--- src/hdl/bcr_pkg.sv ---
// ----------------------------------------------------------------------------
// bcr_pkg
// Shared types, widths and codes of the bisection cubic root unit.
// ----------------------------------------------------------------------------
package bcr_pkg;

    // fixed-point format of the interval ends
    localparam int COORD_WIDTH = 32;
    localparam int FRAC_BITS   = 20;

    // result and internal function widths
    localparam int F_OUT_WIDTH = 56;
    localparam int F_WIDTH     = 64;

    // configuration register widths
    localparam int FTOL_W = 62;
    localparam int XTOL_W = 32;
    localparam int ITER_W = 8;

    // reset values of the configuration registers
    localparam logic [FTOL_W-1:0] FTOL_RESET = FTOL_W'(1);
    localparam logic [XTOL_W-1:0] XTOL_RESET = XTOL_W'(1);
    localparam logic [ITER_W-1:0] ITER_RESET = ITER_W'(64);

    // apb port
    localparam int DATA_W    = 64;
    localparam int ADDR_W    = 5;
    localparam int REG_IDX_W = 2;
    localparam logic [REG_IDX_W-1:0] REG_F_TOL      = 2'd0;
    localparam logic [REG_IDX_W-1:0] REG_X_TOL      = 2'd1;
    localparam logic [REG_IDX_W-1:0] REG_ITER_LIMIT = 2'd2;

    // result status codes
    localparam logic [1:0] STATUS_DONE           = 2'd0;
    localparam logic [1:0] STATUS_ENDS_EQUAL     = 2'd1;
    localparam logic [1:0] STATUS_NO_SIGN_CHANGE = 2'd2;

    // iterative multiplier geometry: 32-bit chunks of the multiplicand
    localparam int CHUNK_W = 32;
    localparam int PROD_W  = CHUNK_W + COORD_WIDTH;
    localparam int NC1     = (COORD_WIDTH + CHUNK_W - 1) / CHUNK_W;
    localparam int NC2     = (2 * COORD_WIDTH + CHUNK_W - 1) / CHUNK_W;
    localparam int OPND_W  = NC2 * CHUNK_W;
    localparam int ACC_W   = 3 * COORD_WIDTH;
    localparam int QW      = (ACC_W > F_WIDTH) ? ACC_W : F_WIDTH;
    localparam int CNT_W   = (NC2 > 1) ? $clog2(NC2) : 1;

    // cube magnitude saturates here
    localparam logic [F_WIDTH-1:0] CUBE_CLAMP = F_WIDTH'(1) << 62;

    // interval width compare
    localparam int DW    = COORD_WIDTH + 1;
    localparam int CMP_W = (DW > XTOL_W) ? DW : XTOL_W;

    // request and response payloads
    typedef struct packed {
        logic signed [COORD_WIDTH-1:0] left_end;
        logic signed [COORD_WIDTH-1:0] right_end;
    } req_t;

    typedef struct packed {
        logic signed [COORD_WIDTH-1:0] root;
        logic signed [F_OUT_WIDTH-1:0] f_at_root;
        logic [ITER_W-1:0]             iterations;
        logic [1:0]                    status;
    } rsp_t;

    // operand source of the cubic unit
    typedef enum logic [1:0] {
        SRC_A   = 2'd0,
        SRC_B   = 2'd1,
        SRC_M   = 2'd2,
        SRC_MID = 2'd3
    } src_t;

    // controller to datapath commands
    typedef struct packed {
        logic       load;
        logic       start;
        src_t       src;
        logic       store_fa;
        logic       store_fb;
        logic       store_fm;
        logic       init_mid;
        logic       set_mid;
        logic       update;
        logic       write;
        logic [1:0] wr_status;
    } ctrl_cmd_t;

    // datapath to controller status
    typedef struct packed {
        logic ends_equal;
        logic same_sign;
        logic more;
        logic small_f;
        logic cubic_done;
        logic out_free;
    } dp_status_t;

endpackage

--- src/hdl/bisection_cubic_root_unit.sv ---
// The unit takes one request at a time; the next is taken once the result is in
// the output register. A small f can stop the halving loop early, and equal ends
// or no sign change end the request with a failure status. Each cube evaluation
// runs on the shared chunked multiplier. Reset clears control state and sets the
// tolerances to 1 and the iteration limit to 64.
// ----------------------------------------------------------------------------
// bisection_cubic_root_unit
// Finds a root of x^3 - x - 1 on a fixed-point interval by bisection.
// ----------------------------------------------------------------------------
module bisection_cubic_root_unit (
    input  logic                         clk,
    input  logic                         rst_n,
    // request channel
    input  logic                         req_valid,
    output logic                         req_stall,
    input  bcr_pkg::req_t                req_data,
    // response channel
    output logic                         rsp_valid,
    input  logic                         rsp_stall,
    output bcr_pkg::rsp_t                rsp_data,
    // apb configuration port
    input  logic                         psel,
    input  logic                         penable,
    input  logic                         pwrite,
    input  logic [bcr_pkg::ADDR_W-1:0]   paddr,
    input  logic [bcr_pkg::DATA_W-1:0]   pwdata,
    output logic [bcr_pkg::DATA_W-1:0]   prdata,
    output logic                         pready
);
    import bcr_pkg::*;

    logic [FTOL_W-1:0]    f_tol_reg;
    logic [XTOL_W-1:0]    x_tol_reg;
    logic [ITER_W-1:0]    iter_limit_reg;
    logic [REG_IDX_W-1:0] reg_idx;
    logic                 wr_en;
    ctrl_cmd_t            cmd;
    dp_status_t           status;
    logic                 idle;

    // register decode
    assign pready  = 1'b1;
    assign wr_en   = psel && penable && pwrite;
    assign reg_idx = paddr[ADDR_W-1:3];

    // configuration registers
    always_ff @(posedge clk or negedge rst_n)
    begin
        if (!rst_n)
        begin
            f_tol_reg      <= FTOL_RESET;
            x_tol_reg      <= XTOL_RESET;
            iter_limit_reg <= ITER_RESET;
        end
        else if (wr_en)
        begin
            case (reg_idx)
                REG_F_TOL:      f_tol_reg      <= pwdata[FTOL_W-1:0];
                REG_X_TOL:      x_tol_reg      <= pwdata[XTOL_W-1:0];
                REG_ITER_LIMIT: iter_limit_reg <= pwdata[ITER_W-1:0];
                default:        f_tol_reg      <= f_tol_reg;
            endcase
        end
    end

    // register readback
    always_comb
    begin
        case (reg_idx)
            REG_F_TOL:      prdata = DATA_W'(f_tol_reg);
            REG_X_TOL:      prdata = DATA_W'(x_tol_reg);
            REG_ITER_LIMIT: prdata = DATA_W'(iter_limit_reg);
            default:        prdata = '0;
        endcase
    end

    // request taken only while the controller waits
    assign req_stall = !idle;

    bcr_ctrl u_ctrl (
        .clk       (clk),
        .rst_n     (rst_n),
        .req_valid (req_valid),
        .status    (status),
        .cmd       (cmd),
        .idle      (idle)
    );

    bcr_datapath u_dp (
        .clk        (clk),
        .rst_n      (rst_n),
        .req_data   (req_data),
        .rsp_stall  (rsp_stall),
        .f_tol      (f_tol_reg),
        .x_tol      (x_tol_reg),
        .iter_limit (iter_limit_reg),
        .cmd        (cmd),
        .status     (status),
        .rsp_valid  (rsp_valid),
        .rsp_data   (rsp_data)
    );

`ifndef ASSERT_OFF
    // a failed request carries an all-zero payload
    assert property (@(posedge clk) disable iff (!rst_n)
        rsp_valid && (rsp_data.status != STATUS_DONE) |->
            (rsp_data.root == '0) && (rsp_data.f_at_root == '0)
            && (rsp_data.iterations == '0))
        else $error("failed request with nonzero payload");

    // halving count never passes the limit
    assert property (@(posedge clk) disable iff (!rst_n)
        rsp_valid && (rsp_data.status == STATUS_DONE) |->
            (rsp_data.iterations <= iter_limit_reg))
        else $error("iteration count above limit");

    // result written only when the output register can take it
    assert property (@(posedge clk) disable iff (!rst_n)
        cmd.write |-> status.out_free)
        else $error("result overwrites a pending response");

    // interval loaded only on an accepted request
    assert property (@(posedge clk) disable iff (!rst_n)
        cmd.load |-> req_valid && !req_stall)
        else $error("interval loaded without a request");
`endif

endmodule

--- src/hdl/bcr_cubic.sv ---
// ----------------------------------------------------------------------------
// bcr_cubic
// Iterative evaluation of f(x) = x^3 - x - 1 in fixed point, chunked multiply.
// ----------------------------------------------------------------------------
module bcr_cubic (
    input  logic                                  clk,
    input  logic                                  rst_n,
    input  logic                                  start,
    input  logic signed [bcr_pkg::COORD_WIDTH-1:0] x,
    output logic                                  done,
    output logic signed [bcr_pkg::F_WIDTH-1:0]     f
);
    import bcr_pkg::*;

    typedef enum logic [4:0] {
        C_IDLE = 5'b00001,
        C_MUL  = 5'b00010,
        C_ACC  = 5'b00100,
        C_SIGN = 5'b01000,
        C_SUB  = 5'b10000
    } cstate_t;

    localparam logic signed [F_WIDTH-1:0] FIX_ONE = F_WIDTH'(1) << FRAC_BITS;

    cstate_t                       state_reg, state_next;
    logic signed [COORD_WIDTH-1:0] x_reg;
    logic                          neg_reg;
    logic [COORD_WIDTH-1:0]        mag_reg;
    logic [OPND_W-1:0]             opnd_reg;
    logic [PROD_W-1:0]             prod_reg;
    logic [ACC_W-1:0]              acc_reg;
    logic [CNT_W-1:0]              chunk_reg;
    logic                          phase_reg;
    logic signed [F_WIDTH-1:0]     c_reg;
    logic signed [F_WIDTH-1:0]     f_reg;
    logic                          done_reg;

    logic [COORD_WIDTH-1:0] mag_in;
    logic [CHUNK_W-1:0]     opnd_chunk;
    logic [ACC_W-1:0]       acc_sum;
    logic                   last_chunk;
    logic [QW-1:0]          q;
    logic [F_WIDTH-1:0]     cmag;

    // magnitude of the operand
    assign mag_in     = x[COORD_WIDTH-1] ? $unsigned(-x) : $unsigned(x);

    // partial product accumulate
    assign opnd_chunk = opnd_reg[chunk_reg*CHUNK_W +: CHUNK_W];
    assign acc_sum    = acc_reg + (ACC_W'(prod_reg) << (chunk_reg * CHUNK_W));
    assign last_chunk = phase_reg ? (chunk_reg == CNT_W'(NC2 - 1))
                                  : (chunk_reg == CNT_W'(NC1 - 1));

    // scale down, saturate
    assign q    = QW'(acc_reg) >> (2 * FRAC_BITS);
    assign cmag = (q > QW'(CUBE_CLAMP)) ? CUBE_CLAMP : q[F_WIDTH-1:0];

    // sequencer
    always_comb
    begin
        state_next = state_reg;
        case (state_reg)
            C_IDLE:
            begin
                if (start)
                    state_next = C_MUL;
            end
            C_MUL:  state_next = C_ACC;
            C_ACC:
            begin
                if (last_chunk && phase_reg)
                    state_next = C_SIGN;
                else
                    state_next = C_MUL;
            end
            C_SIGN: state_next = C_SUB;
            C_SUB:  state_next = C_IDLE;
            default: state_next = C_IDLE;
        endcase
    end

    // control registers
    always_ff @(posedge clk or negedge rst_n)
    begin
        if (!rst_n)
        begin
            state_reg <= C_IDLE;
            done_reg  <= 1'b0;
        end
        else
        begin
            state_reg <= state_next;
            done_reg  <= (state_reg == C_SUB);
        end
    end

    // arithmetic registers
    always_ff @(posedge clk)
    begin
        case (state_reg)
            C_IDLE:
            begin
                if (start)
                begin
                    x_reg     <= x;
                    neg_reg   <= x[COORD_WIDTH-1];
                    mag_reg   <= mag_in;
                    opnd_reg  <= OPND_W'(mag_in);
                    acc_reg   <= '0;
                    chunk_reg <= '0;
                    phase_reg <= 1'b0;
                end
            end
            C_MUL:
            begin
                prod_reg <= PROD_W'(opnd_chunk) * PROD_W'(mag_reg);
            end
            C_ACC:
            begin
                if (!last_chunk)
                begin
                    acc_reg   <= acc_sum;
                    chunk_reg <= chunk_reg + 1'b1;
                end
                else if (!phase_reg)
                begin
                    // square done, it becomes the multiplicand
                    opnd_reg  <= OPND_W'(acc_sum[2*COORD_WIDTH-1:0]);
                    acc_reg   <= '0;
                    chunk_reg <= '0;
                    phase_reg <= 1'b1;
                end
                else
                begin
                    acc_reg <= acc_sum;
                end
            end
            C_SIGN:
            begin
                c_reg <= neg_reg ? -$signed(cmag) : $signed(cmag);
            end
            C_SUB:
            begin
                f_reg <= c_reg - F_WIDTH'(x_reg) - FIX_ONE;
            end
            default:
            begin
                prod_reg <= prod_reg;
            end
        endcase
    end

    assign done = done_reg;
    assign f    = f_reg;

endmodule

--- src/hdl/bcr_datapath.sv ---
// ----------------------------------------------------------------------------
// bcr_datapath
// Interval registers, midpoint and sign logic, cubic unit and result register.
// ----------------------------------------------------------------------------
module bcr_datapath (
    input  logic                          clk,
    input  logic                          rst_n,
    input  bcr_pkg::req_t                 req_data,
    input  logic                          rsp_stall,
    input  logic [bcr_pkg::FTOL_W-1:0]    f_tol,
    input  logic [bcr_pkg::XTOL_W-1:0]    x_tol,
    input  logic [bcr_pkg::ITER_W-1:0]    iter_limit,
    input  bcr_pkg::ctrl_cmd_t            cmd,
    output bcr_pkg::dp_status_t           status,
    output logic                          rsp_valid,
    output bcr_pkg::rsp_t                 rsp_data
);
    import bcr_pkg::*;

    logic signed [COORD_WIDTH-1:0] a_reg, b_reg, m_reg;
    logic signed [F_WIDTH-1:0]     fa_reg, fb_reg, fm_reg;
    logic [F_WIDTH-1:0]            fm_mag_reg;
    logic [ITER_W-1:0]             k_reg;
    logic                          rsp_valid_reg;
    rsp_t                          rsp_reg;

    logic signed [DW-1:0]          diff;
    logic signed [DW-1:0]          mid_wide;
    logic signed [COORD_WIDTH-1:0] mid;
    logic signed [COORD_WIDTH-1:0] cubic_x;
    logic                          cubic_done;
    logic signed [F_WIDTH-1:0]     cubic_f;
    logic                          fa_zero, fb_zero;
    rsp_t                          rsp_next;

    // width and midpoint of the interval
    assign diff     = {b_reg[COORD_WIDTH-1], b_reg} - {a_reg[COORD_WIDTH-1], a_reg};
    assign mid_wide = {a_reg[COORD_WIDTH-1], a_reg} + (diff >>> 1);
    assign mid      = mid_wide[COORD_WIDTH-1:0];

    assign fa_zero  = (fa_reg == '0);
    assign fb_zero  = (fb_reg == '0);

    // cubic operand select
    always_comb
    begin
        case (cmd.src)
            SRC_A:   cubic_x = a_reg;
            SRC_B:   cubic_x = b_reg;
            SRC_M:   cubic_x = m_reg;
            SRC_MID: cubic_x = mid;
            default: cubic_x = m_reg;
        endcase
    end

    bcr_cubic u_cubic (
        .clk   (clk),
        .rst_n (rst_n),
        .start (cmd.start),
        .x     (cubic_x),
        .done  (cubic_done),
        .f     (cubic_f)
    );

    // status to the controller
    always_comb
    begin
        status.ends_equal = (a_reg == b_reg);
        status.same_sign  = !fa_zero && !fb_zero
                            && (fa_reg[F_WIDTH-1] == fb_reg[F_WIDTH-1]);
        status.more       = (CMP_W'($unsigned(diff)) > CMP_W'(x_tol))
                            && (k_reg < iter_limit);
        status.small_f    = (fm_mag_reg < F_WIDTH'(f_tol));
        status.cubic_done = cubic_done;
        status.out_free   = !rsp_valid_reg || !rsp_stall;
    end

    // interval and function registers
    always_ff @(posedge clk)
    begin
        if (cmd.load)
        begin
            if (req_data.left_end < req_data.right_end)
            begin
                a_reg <= req_data.left_end;
                b_reg <= req_data.right_end;
            end
            else
            begin
                a_reg <= req_data.right_end;
                b_reg <= req_data.left_end;
            end
            k_reg <= '0;
        end

        if (cmd.store_fa)
            fa_reg <= cubic_f;
        if (cmd.store_fb)
            fb_reg <= cubic_f;
        if (cmd.store_fm)
        begin
            fm_reg     <= cubic_f;
            fm_mag_reg <= cubic_f[F_WIDTH-1] ? $unsigned(-cubic_f) : $unsigned(cubic_f);
        end

        // first midpoint, an exact zero end collapses the interval
        if (cmd.init_mid)
        begin
            if (fa_zero)
            begin
                m_reg <= a_reg;
                b_reg <= a_reg;
            end
            else if (fb_zero)
            begin
                m_reg <= b_reg;
                a_reg <= b_reg;
            end
            else
            begin
                m_reg <= mid;
            end
        end

        if (cmd.set_mid)
            m_reg <= mid;

        // halving step
        if (cmd.update)
        begin
            if ((fm_reg != '0) && !fa_zero
                && (fm_reg[F_WIDTH-1] != fa_reg[F_WIDTH-1]))
            begin
                b_reg <= m_reg;
            end
            else
            begin
                a_reg  <= m_reg;
                fa_reg <= fm_reg;
            end
            k_reg <= k_reg + 1'b1;
        end
    end

    // result payload
    always_comb
    begin
        rsp_next = '0;
        rsp_next.status = cmd.wr_status;
        if (cmd.wr_status == STATUS_DONE)
        begin
            rsp_next.root       = m_reg;
            rsp_next.f_at_root  = cubic_f[F_OUT_WIDTH-1:0];
            rsp_next.iterations = k_reg;
        end
    end

    // output register
    always_ff @(posedge clk or negedge rst_n)
    begin
        if (!rst_n)
            rsp_valid_reg <= 1'b0;
        else if (cmd.write)
            rsp_valid_reg <= 1'b1;
        else if (!rsp_stall)
            rsp_valid_reg <= 1'b0;
    end

    always_ff @(posedge clk)
    begin
        if (cmd.write)
            rsp_reg <= rsp_next;
    end

    assign rsp_valid = rsp_valid_reg;
    assign rsp_data  = rsp_reg;

endmodule

--- src/hdl/bcr_ctrl.sv ---
// ----------------------------------------------------------------------------
// bcr_ctrl
// Controller that sequences checks, cube evaluations and halving steps.
// ----------------------------------------------------------------------------
module bcr_ctrl (
    input  logic                clk,
    input  logic                rst_n,
    input  logic                req_valid,
    input  bcr_pkg::dp_status_t status,
    output bcr_pkg::ctrl_cmd_t  cmd,
    output logic                idle
);
    import bcr_pkg::*;

    typedef enum logic [11:0] {
        S_IDLE      = 12'b000000000001,
        S_CHECK_EQ  = 12'b000000000010,
        S_EVAL_A    = 12'b000000000100,
        S_EVAL_B    = 12'b000000001000,
        S_SIGN      = 12'b000000010000,
        S_TEST      = 12'b000000100000,
        S_EVAL_M    = 12'b000001000000,
        S_DECIDE    = 12'b000010000000,
        S_EVAL_F    = 12'b000100000000,
        S_WRITE     = 12'b001000000000,
        S_FAIL_EQ   = 12'b010000000000,
        S_FAIL_SIGN = 12'b100000000000
    } state_t;

    state_t state_reg, state_next;

    // next state and commands
    always_comb
    begin
        state_next = state_reg;
        cmd        = '0;
        case (state_reg)
            S_IDLE:
            begin
                if (req_valid)
                begin
                    cmd.load   = 1'b1;
                    state_next = S_CHECK_EQ;
                end
            end
            S_CHECK_EQ:
            begin
                if (status.ends_equal)
                    state_next = S_FAIL_EQ;
                else
                begin
                    cmd.start  = 1'b1;
                    cmd.src    = SRC_A;
                    state_next = S_EVAL_A;
                end
            end
            S_EVAL_A:
            begin
                if (status.cubic_done)
                begin
                    cmd.store_fa = 1'b1;
                    cmd.start    = 1'b1;
                    cmd.src      = SRC_B;
                    state_next   = S_EVAL_B;
                end
            end
            S_EVAL_B:
            begin
                if (status.cubic_done)
                begin
                    cmd.store_fb = 1'b1;
                    state_next   = S_SIGN;
                end
            end
            S_SIGN:
            begin
                if (status.same_sign)
                    state_next = S_FAIL_SIGN;
                else
                begin
                    cmd.init_mid = 1'b1;
                    state_next   = S_TEST;
                end
            end
            S_TEST:
            begin
                cmd.start = 1'b1;
                if (status.more)
                begin
                    cmd.set_mid = 1'b1;
                    cmd.src     = SRC_MID;
                    state_next  = S_EVAL_M;
                end
                else
                begin
                    cmd.src    = SRC_M;
                    state_next = S_EVAL_F;
                end
            end
            S_EVAL_M:
            begin
                if (status.cubic_done)
                begin
                    cmd.store_fm = 1'b1;
                    state_next   = S_DECIDE;
                end
            end
            S_DECIDE:
            begin
                if (status.small_f)
                begin
                    cmd.start  = 1'b1;
                    cmd.src    = SRC_M;
                    state_next = S_EVAL_F;
                end
                else
                begin
                    cmd.update = 1'b1;
                    state_next = S_TEST;
                end
            end
            S_EVAL_F:
            begin
                if (status.cubic_done)
                    state_next = S_WRITE;
            end
            S_WRITE:
            begin
                if (status.out_free)
                begin
                    cmd.write     = 1'b1;
                    cmd.wr_status = STATUS_DONE;
                    state_next    = S_IDLE;
                end
            end
            S_FAIL_EQ:
            begin
                if (status.out_free)
                begin
                    cmd.write     = 1'b1;
                    cmd.wr_status = STATUS_ENDS_EQUAL;
                    state_next    = S_IDLE;
                end
            end
            S_FAIL_SIGN:
            begin
                if (status.out_free)
                begin
                    cmd.write     = 1'b1;
                    cmd.wr_status = STATUS_NO_SIGN_CHANGE;
                    state_next    = S_IDLE;
                end
            end
            default:
            begin
                state_next = S_IDLE;
            end
        endcase
    end

    // state register
    always_ff @(posedge clk or negedge rst_n)
    begin
        if (!rst_n)
            state_reg <= S_IDLE;
        else
            state_reg <= state_next;
    end

    assign idle = (state_reg == S_IDLE);

endmodule

--- config.mk ---
export PLATFORM = sky130hd
export DESIGN_NAME = bisection_cubic_root_unit
export DESIGN_NICKNAME = d
export VERILOG_FILES = /design/src/hdl/bcr_pkg.sv /design/src/hdl/bisection_cubic_root_unit.sv /design/src/hdl/bcr_cubic.sv /design/src/hdl/bcr_datapath.sv /design/src/hdl/bcr_ctrl.sv
export SDC_FILE = /design/constraint.sdc
export NUM_CORES = 2
export LEC_CHECK = 0
export ABC_AREA = 1
export BUFFER_PORTS_ARGS = -buffer_cell sky130_fd_sc_hd__buf_4
export CAP_MARGIN = 20
export CORE_UTILIZATION = 38
export DETAILED_ROUTE_END_ITERATION = 7
export SETUP_SLACK_MARGIN = 0.4
export SLEW_MARGIN = 10
export SYNTH_ARGS = -nofsm -noshare
export SYNTH_HDL_FRONTEND = slang
export SYNTH_HIERARCHICAL = 1
export SYNTH_SLANG_ARGS = --single-unit
--- constraint.sdc ---
create_clock -name clk -period 10.1 [get_ports clk]
set_input_delay 0.505 -clock clk [delete_from_list [all_inputs] [get_ports clk]]
set_output_delay 0.505 -clock clk [all_outputs]
set_load 0.02 [all_outputs]
## Word level (Yosys, flattened, before mapping)

Cells that the tools add are included.

| word-level totals | value |
|---|---|
| input port bits | 140 |
| logic and storage cells | 198 |
| flip-flop bits (word level) | 998 |

| cells by class | value |
|---|---|
| equality and inequality tests | 36 |
| bitwise gates (word level) | 1 |
| reduce and logical (&&, ||, !) cells | 33 |
| shift-type cells | 2 |
| multiplexer cells | 80 |
| add/subtract/negate cells | 10 |
| magnitude comparators | 5 |
| multiply operators | 1 |

Operator list:

| cell | count |
|---|---|
| 2-to-1 mux 32 bit | 18 |
| 2-to-1 mux 64 bit | 7 |
| 2-to-1 mux 96 bit | 3 |
| case mux 96 bit (2 select lines) | 1 |
| case mux 62 bit (3 select lines) | 1 |
| zero test 64 bit | 2 |
| case mux 32 bit (4 select lines) | 1 |
| case mux 64 bit (2 select lines) | 1 |
| 2-to-1 mux 63 bit | 2 |
| case mux 12 bit (10 select lines) | 1 |
| adder 96 bit | 1 |
| << shifter 64 x 6 -> 96 bit | 1 |
| 2-to-1 mux 12 bit | 7 |
| < comparator 64 x 62 -> 1 bit | 1 |
| multiplier 32 x 32 -> 64 bit | 1 |
| negator 63 -> 64 bit | 1 |
| negator 64 bit | 1 |
| nonzero test 64 bit | 1 |
| variable part select 64 x 7 -> 32 bit | 1 |
| subtractor 64 x 22 -> 64 bit, second input constant | 1 |
| subtractor 64 x 32 -> 64 bit | 1 |
| greater-than comparator 56 x 63 -> 1 bit, second input constant | 1 |
| greater-than comparator 33 x 32 -> 1 bit | 1 |
| subtractor 32 x 32 -> 33 bit | 1 |
| 53 further kinds | 111 |

## Longest topological paths before layout

| logic depth | value |
|---|---|
| word-level depth | 11 |
| mapped depth | 50 |

## By module

The synthesis kept the hierarchy.

By module, submodules not included:

| module | cells an instance | area each (um2) | times used |
|---|---|---|---|
| bcr_cubic | 9075 | 67004.3 | 1 |
| bcr_datapath | 3493 | 28174.5 | 1 |
| bisection_cubic_root_unit | 623 | 4605.7 | 1 |
| bcr_ctrl | 149 | 964.7 | 1 |

## Worst setup path after synthesis

Ideal clock, no wire load.

| timing | value |
|---|---|
| path kind | register -> register |
| from | register f_tol_reg[17] |
| to | register u_dp.u_cubic.opnd_reg[0], enable pin |
| path buffers | 0 |
| required time | 9.614 ns |
| arrival | 7.772 ns |
| library setup time | 0.486 ns |
| path slack | 1.842 ns |
| clock period less this slack | 8.258 ns |
| stages on the path, launching flop included | 18 |
| cells stage by stage | dfrtp_1 inv_1 ha_1 a21oi_1 o21ai_0 nand3_1 nand2_1 nand2_1 a21oi_1 nor4_1 nand3_1 a21oi_1 nand3_1 nand4_1 inv_1 nor2_1 nor2_1 nor2_1 |

RTL lines:

| item | RTL line | text |
|---|---|---|
| start: declaration | bisection_cubic_root_unit.sv:32 | `logic [FTOL_W-1:0] f_tol_reg;` |
| start signal: assignment | bisection_cubic_root_unit.sv:58 | `REG_F_TOL: f_tol_reg <= pwdata[FTOL_W-1:0];` |
| start signal: assignment | bisection_cubic_root_unit.sv:61 | `default: f_tol_reg <= f_tol_reg;` |
| end signal: assignment | bcr_cubic.sv:108 | `opnd_reg <= OPND_W'(mag_in);` |
| end signal: assignment | bcr_cubic.sv:128 | `opnd_reg <= OPND_W'(acc_sum[2*COORD_WIDTH-1:0]);` |
| end: declaration | bcr_cubic.sv:29 | `logic [OPND_W-1:0] opnd_reg;` |

## Worst setup path after layout

| timing | value |
|---|---|
| from | register u_dp.u_cubic.chunk_reg |
| to | register u_dp.u_cubic.prod_reg[63] (data pin) |

| on the way | value |
|---|---|
| word-level cells in the longest chain between the ends | 2 |

Ends and longest elaborated chain:

| item | RTL line | text |
|---|---|---|
| start: declaration | bcr_cubic.sv:32 | `logic [CNT_W-1:0] chunk_reg;` |
| start signal: assignment | bcr_cubic.sv:123 | `chunk_reg <= chunk_reg + 1'b1;` |
| variable part select 64 x 7 -> 32 bit | bcr_cubic.sv:49 | `assign opnd_chunk = opnd_reg[chunk_reg*CHUNK_W +: CHUNK_W];` |
| multiplier 32 x 32 -> 64 bit | bcr_cubic.sv:116 | `prod_reg <= PROD_W'(opnd_chunk) * PROD_W'(mag_reg);` |
| end signal: assignment | bcr_cubic.sv:116 |  |
| end signal: assignment | bcr_cubic.sv:148 | `prod_reg <= prod_reg;` |
| end: declaration | bcr_cubic.sv:30 | `logic [PROD_W-1:0] prod_reg;` |

No other way between the ends.
A chain may end at the register's enable or synchronous reset.

==> summary.txt <==
Critical path
  – Critical R2R Launch: u_dp/u_cubic/chunk_reg
  – Worst path most repeated cell: fa_1
  – FF-to-FF End: u_dp/u_cubic/prod_reg[63]
  – Slowest CP cell: fa_1
  – Worst setup EP type: flop
  – Crit path kind: flop to flop
  – CP Launch Type: flop
  – Critical Path Fanout Max: between 90 and 100
  – Reg2reg setup slack: roughly 1400 ps
  – Worst Setup EP: u_dp/u_cubic/prod_reg[63]
  – Worst R2R Path Depth: 28
  – WP data arrival: slightly above 9000 ps
  – Worst EP required: ~11000 ps
  – CP Launch Point: u_dp/u_cubic/chunk_reg
  – CP max stage delay: a little under 700 ps

Detailed routing
  – DRT Wirelength: about 360000 um
  – DRT iter0 DRCs: between 7000 and 8000
  – Antenna-violating nets left: 0
  – Post-DR vias/cell: slightly above 5
  – Router iterations before antenna repair: 7
  – Routed vias: around 90000
  – Residual DRC: 0
  – WL/cell: ~21 um

Finish
  – Final Cell Area: between 0.1 and 0.15 mm2
  – Register area: ~0.028 mm2
  – Share of layout cells above drive strength 1: ~6.4%
  – Multi-input logic area: around 0.061 mm2
  – Layout Nets: approximately 15000
  – Non-Filler Instances: between 15000 and 20000
  – Max reg flops: slightly below 100
  – Area Growth Syn to Fin: 10.9%
  – Filler instances: ~27000

GRT
  – Antenna violations before repair: 8
  – GRT Total Usage: 26.8%
  – Vias in the first global route: approximately 86000
  – GRT overflow: 0
  – Largest net degree at the start of global routing: around 110
  – First-pass GRT wire length: between 500000 and 600000 um

Clock tree
  – Skew-Pair Late Insertion Delay: 800 ps
  – CTS Root Cell: clkbuf_16
  – Clock-pin slew on the worst setup and hold paths: approximately 70 ps
  – H-tree levels: 3
  – Worst-case clock buffer depth: 3
  – CTS tree: yes
  – Hold-fix buffers at CTS: 65
  – Number of CTS-inserted buffers: 112
  – CTS sink count: around 1000
  – Post CTS Setup Buffer Count: 0
  – Gates resized, CTS repair: 0

Flow run
  – Max-cap viol count: 0

STA
  – Final setup fails: 0
  – Fin crit share: between 80% and 90%
  – Max Freq: around 0.11 GHz
  – RSZ-0062 raised after global routing: no
  – Hold slack: ~160 ps
  – Slew @ Worst Pin: approximately 1300 ps
  – Final min period: just under 9000 ps
  – Max-slew violations: 0
  – Clk_skew: between 60 and 70 ps
  – TNS Setup: 0 ps
  – Max-slew headroom: a little under a tenth
  – Final count of hold timing violations: 0

Synthesis
  – Synthesis Warnings: 6
  – Area contributors post-synth: edfxtp_1, fa_1, nand2_1
  – Synth top area share: between 20 and 25%
  – Mapped Cells: ~13000
  – Mapped Area: between 0.1 and 0.15 mm2
  – Syn avg cell area: 7.55 um2
  – Seq/Total Area, Yosys: between 20 and 30%
  – Synth cell count leaders: nand2_1, inv_1, nor2_1
  – Yosys cell types: 66
  – Leading area contributor after synthesis: edfxtp_1
  – Top_reg_cell synth: edfxtp_1
  – Asr flop ratio synth: ~12%
  – EDFF count, synth: around 750
  – Most frequent cell after synthesis: nand2_1
  – Synthesized flop and latch total: 995

Place
  – DP Area: approximately 0.11 mm2
  – Placed cells: about 17000
  – Gpl congestion: a little over 1
  – PortBufs: 296
  – Dpl hpwl: 291000 um

Min path
  – Hold Crit Class: input pin to flop

Floorplanning
  – Die Footprint: 0.267 mm2
  – Initial Util: around two fifths
  – Core Region: 0.263 mm2
  – Io pins: roughly 310
  – Chip Width: between 500 and 600 um
  – FP Rows: ~190
  – Die height: around 520 um

Status
  – Status: finished clean
==> metrics by stage <==
step	util (%)	setup slack [ps]
2_1_floorplan	-	1840
3_3_place_gp	40.8	1410
3_5_place_dp	40.8	1390
4_1_cts	42.5	1350
5_1_grt	42.5	972
6_report	42.5	1380
==> worst max-delay path, delay by kind of cell, from the launching register on <==
family	cells	cell delay, ps
flip-flops	1	440
AND/OR/NAND/NOR	10	1730
AO/OA/AOI/OAI	3	650
buffers and inverters	6	850
adder cells (fa/ha/maj)	9	4670
==> final cells by class <==
cell class | instances | share of cell area, %
clock buffers | 132 | 2.64
clock inverters | 79 | 0.753
diodes | 3 | 0.00672
well taps | 3515 | 3.94
inverters | 2785 | 9.36
repair buffers | 537 | 3.82
flip-flops and latches | 995 | 25.1
multi-input cells | 9186 | 54.4
==> layer usage <==
| metal | track usage (%) | part of all wire [%] | vias up |
|---|---|---|---|
| met2 | 44.5 | 46 | 3444 |
| met3 | 3.67 | 7.2 | 802 |
| li1 | - | - | 41700 |
| met1 | 33.4 | 40 | 41900 |
| met4 | 15.5 | 6.6 | 6 |
| met5 | 0 | 0.013 | - |
==> how the worst min path moves through the flow <==
stage	endpoint	cells after the start	slack (ps)	startpoint
3_3_place_gp	u_dp/fa_reg[27]	2	460	u_dp/fm_reg[27]
6_report	u_dp/b_reg[7]	7	160	req_data[7]
4_1_cts	u_dp/b_reg[9]	7	100	req_data[41]
3_5_place_dp	u_dp/fa_reg[27]	2	460	u_dp/fm_reg[27]
5_1_grt	u_dp/b_reg[9]	7	170	req_data[9]
2_1_floorplan	f_tol_reg[10]	0	210	rst_n
==> cell families (layout without fill, tap and decap cells) <==
logic type | after synthesis | after routing | synth area share (%)
AND/OR/NAND/NOR | 6172 | 6172 | 25.0
buffers and inverters | 3160 | 3533 | 12.0
AO/OA/AOI/OAI | 1134 | 1134 | 6.33
flip-flops | 995 | 995 | 27.8
adder cells (fa/ha/maj) | 1583 | 1583 | 26.4
other | 2 | 6 | 0.00745
XOR/XNOR | 294 | 294 | 2.56
==> placed cells by master (no fill, tap or decap), types with 131 or more instances in the layout <==
cell type / count
buf_4: 466
nand2_1: 3458
nand4_1: 131
edfxtp_1: 746
o21ai_0: 361
a21oi_1: 464
ha_1: 683
nor2_1: 1704
inv_1: 2733
nand3_1: 491
xor2_1: 232
fa_1: 900
Power is not shown: default switching activity piles up to over one toggle a cycle in this logic, so the estimate is an artifact.
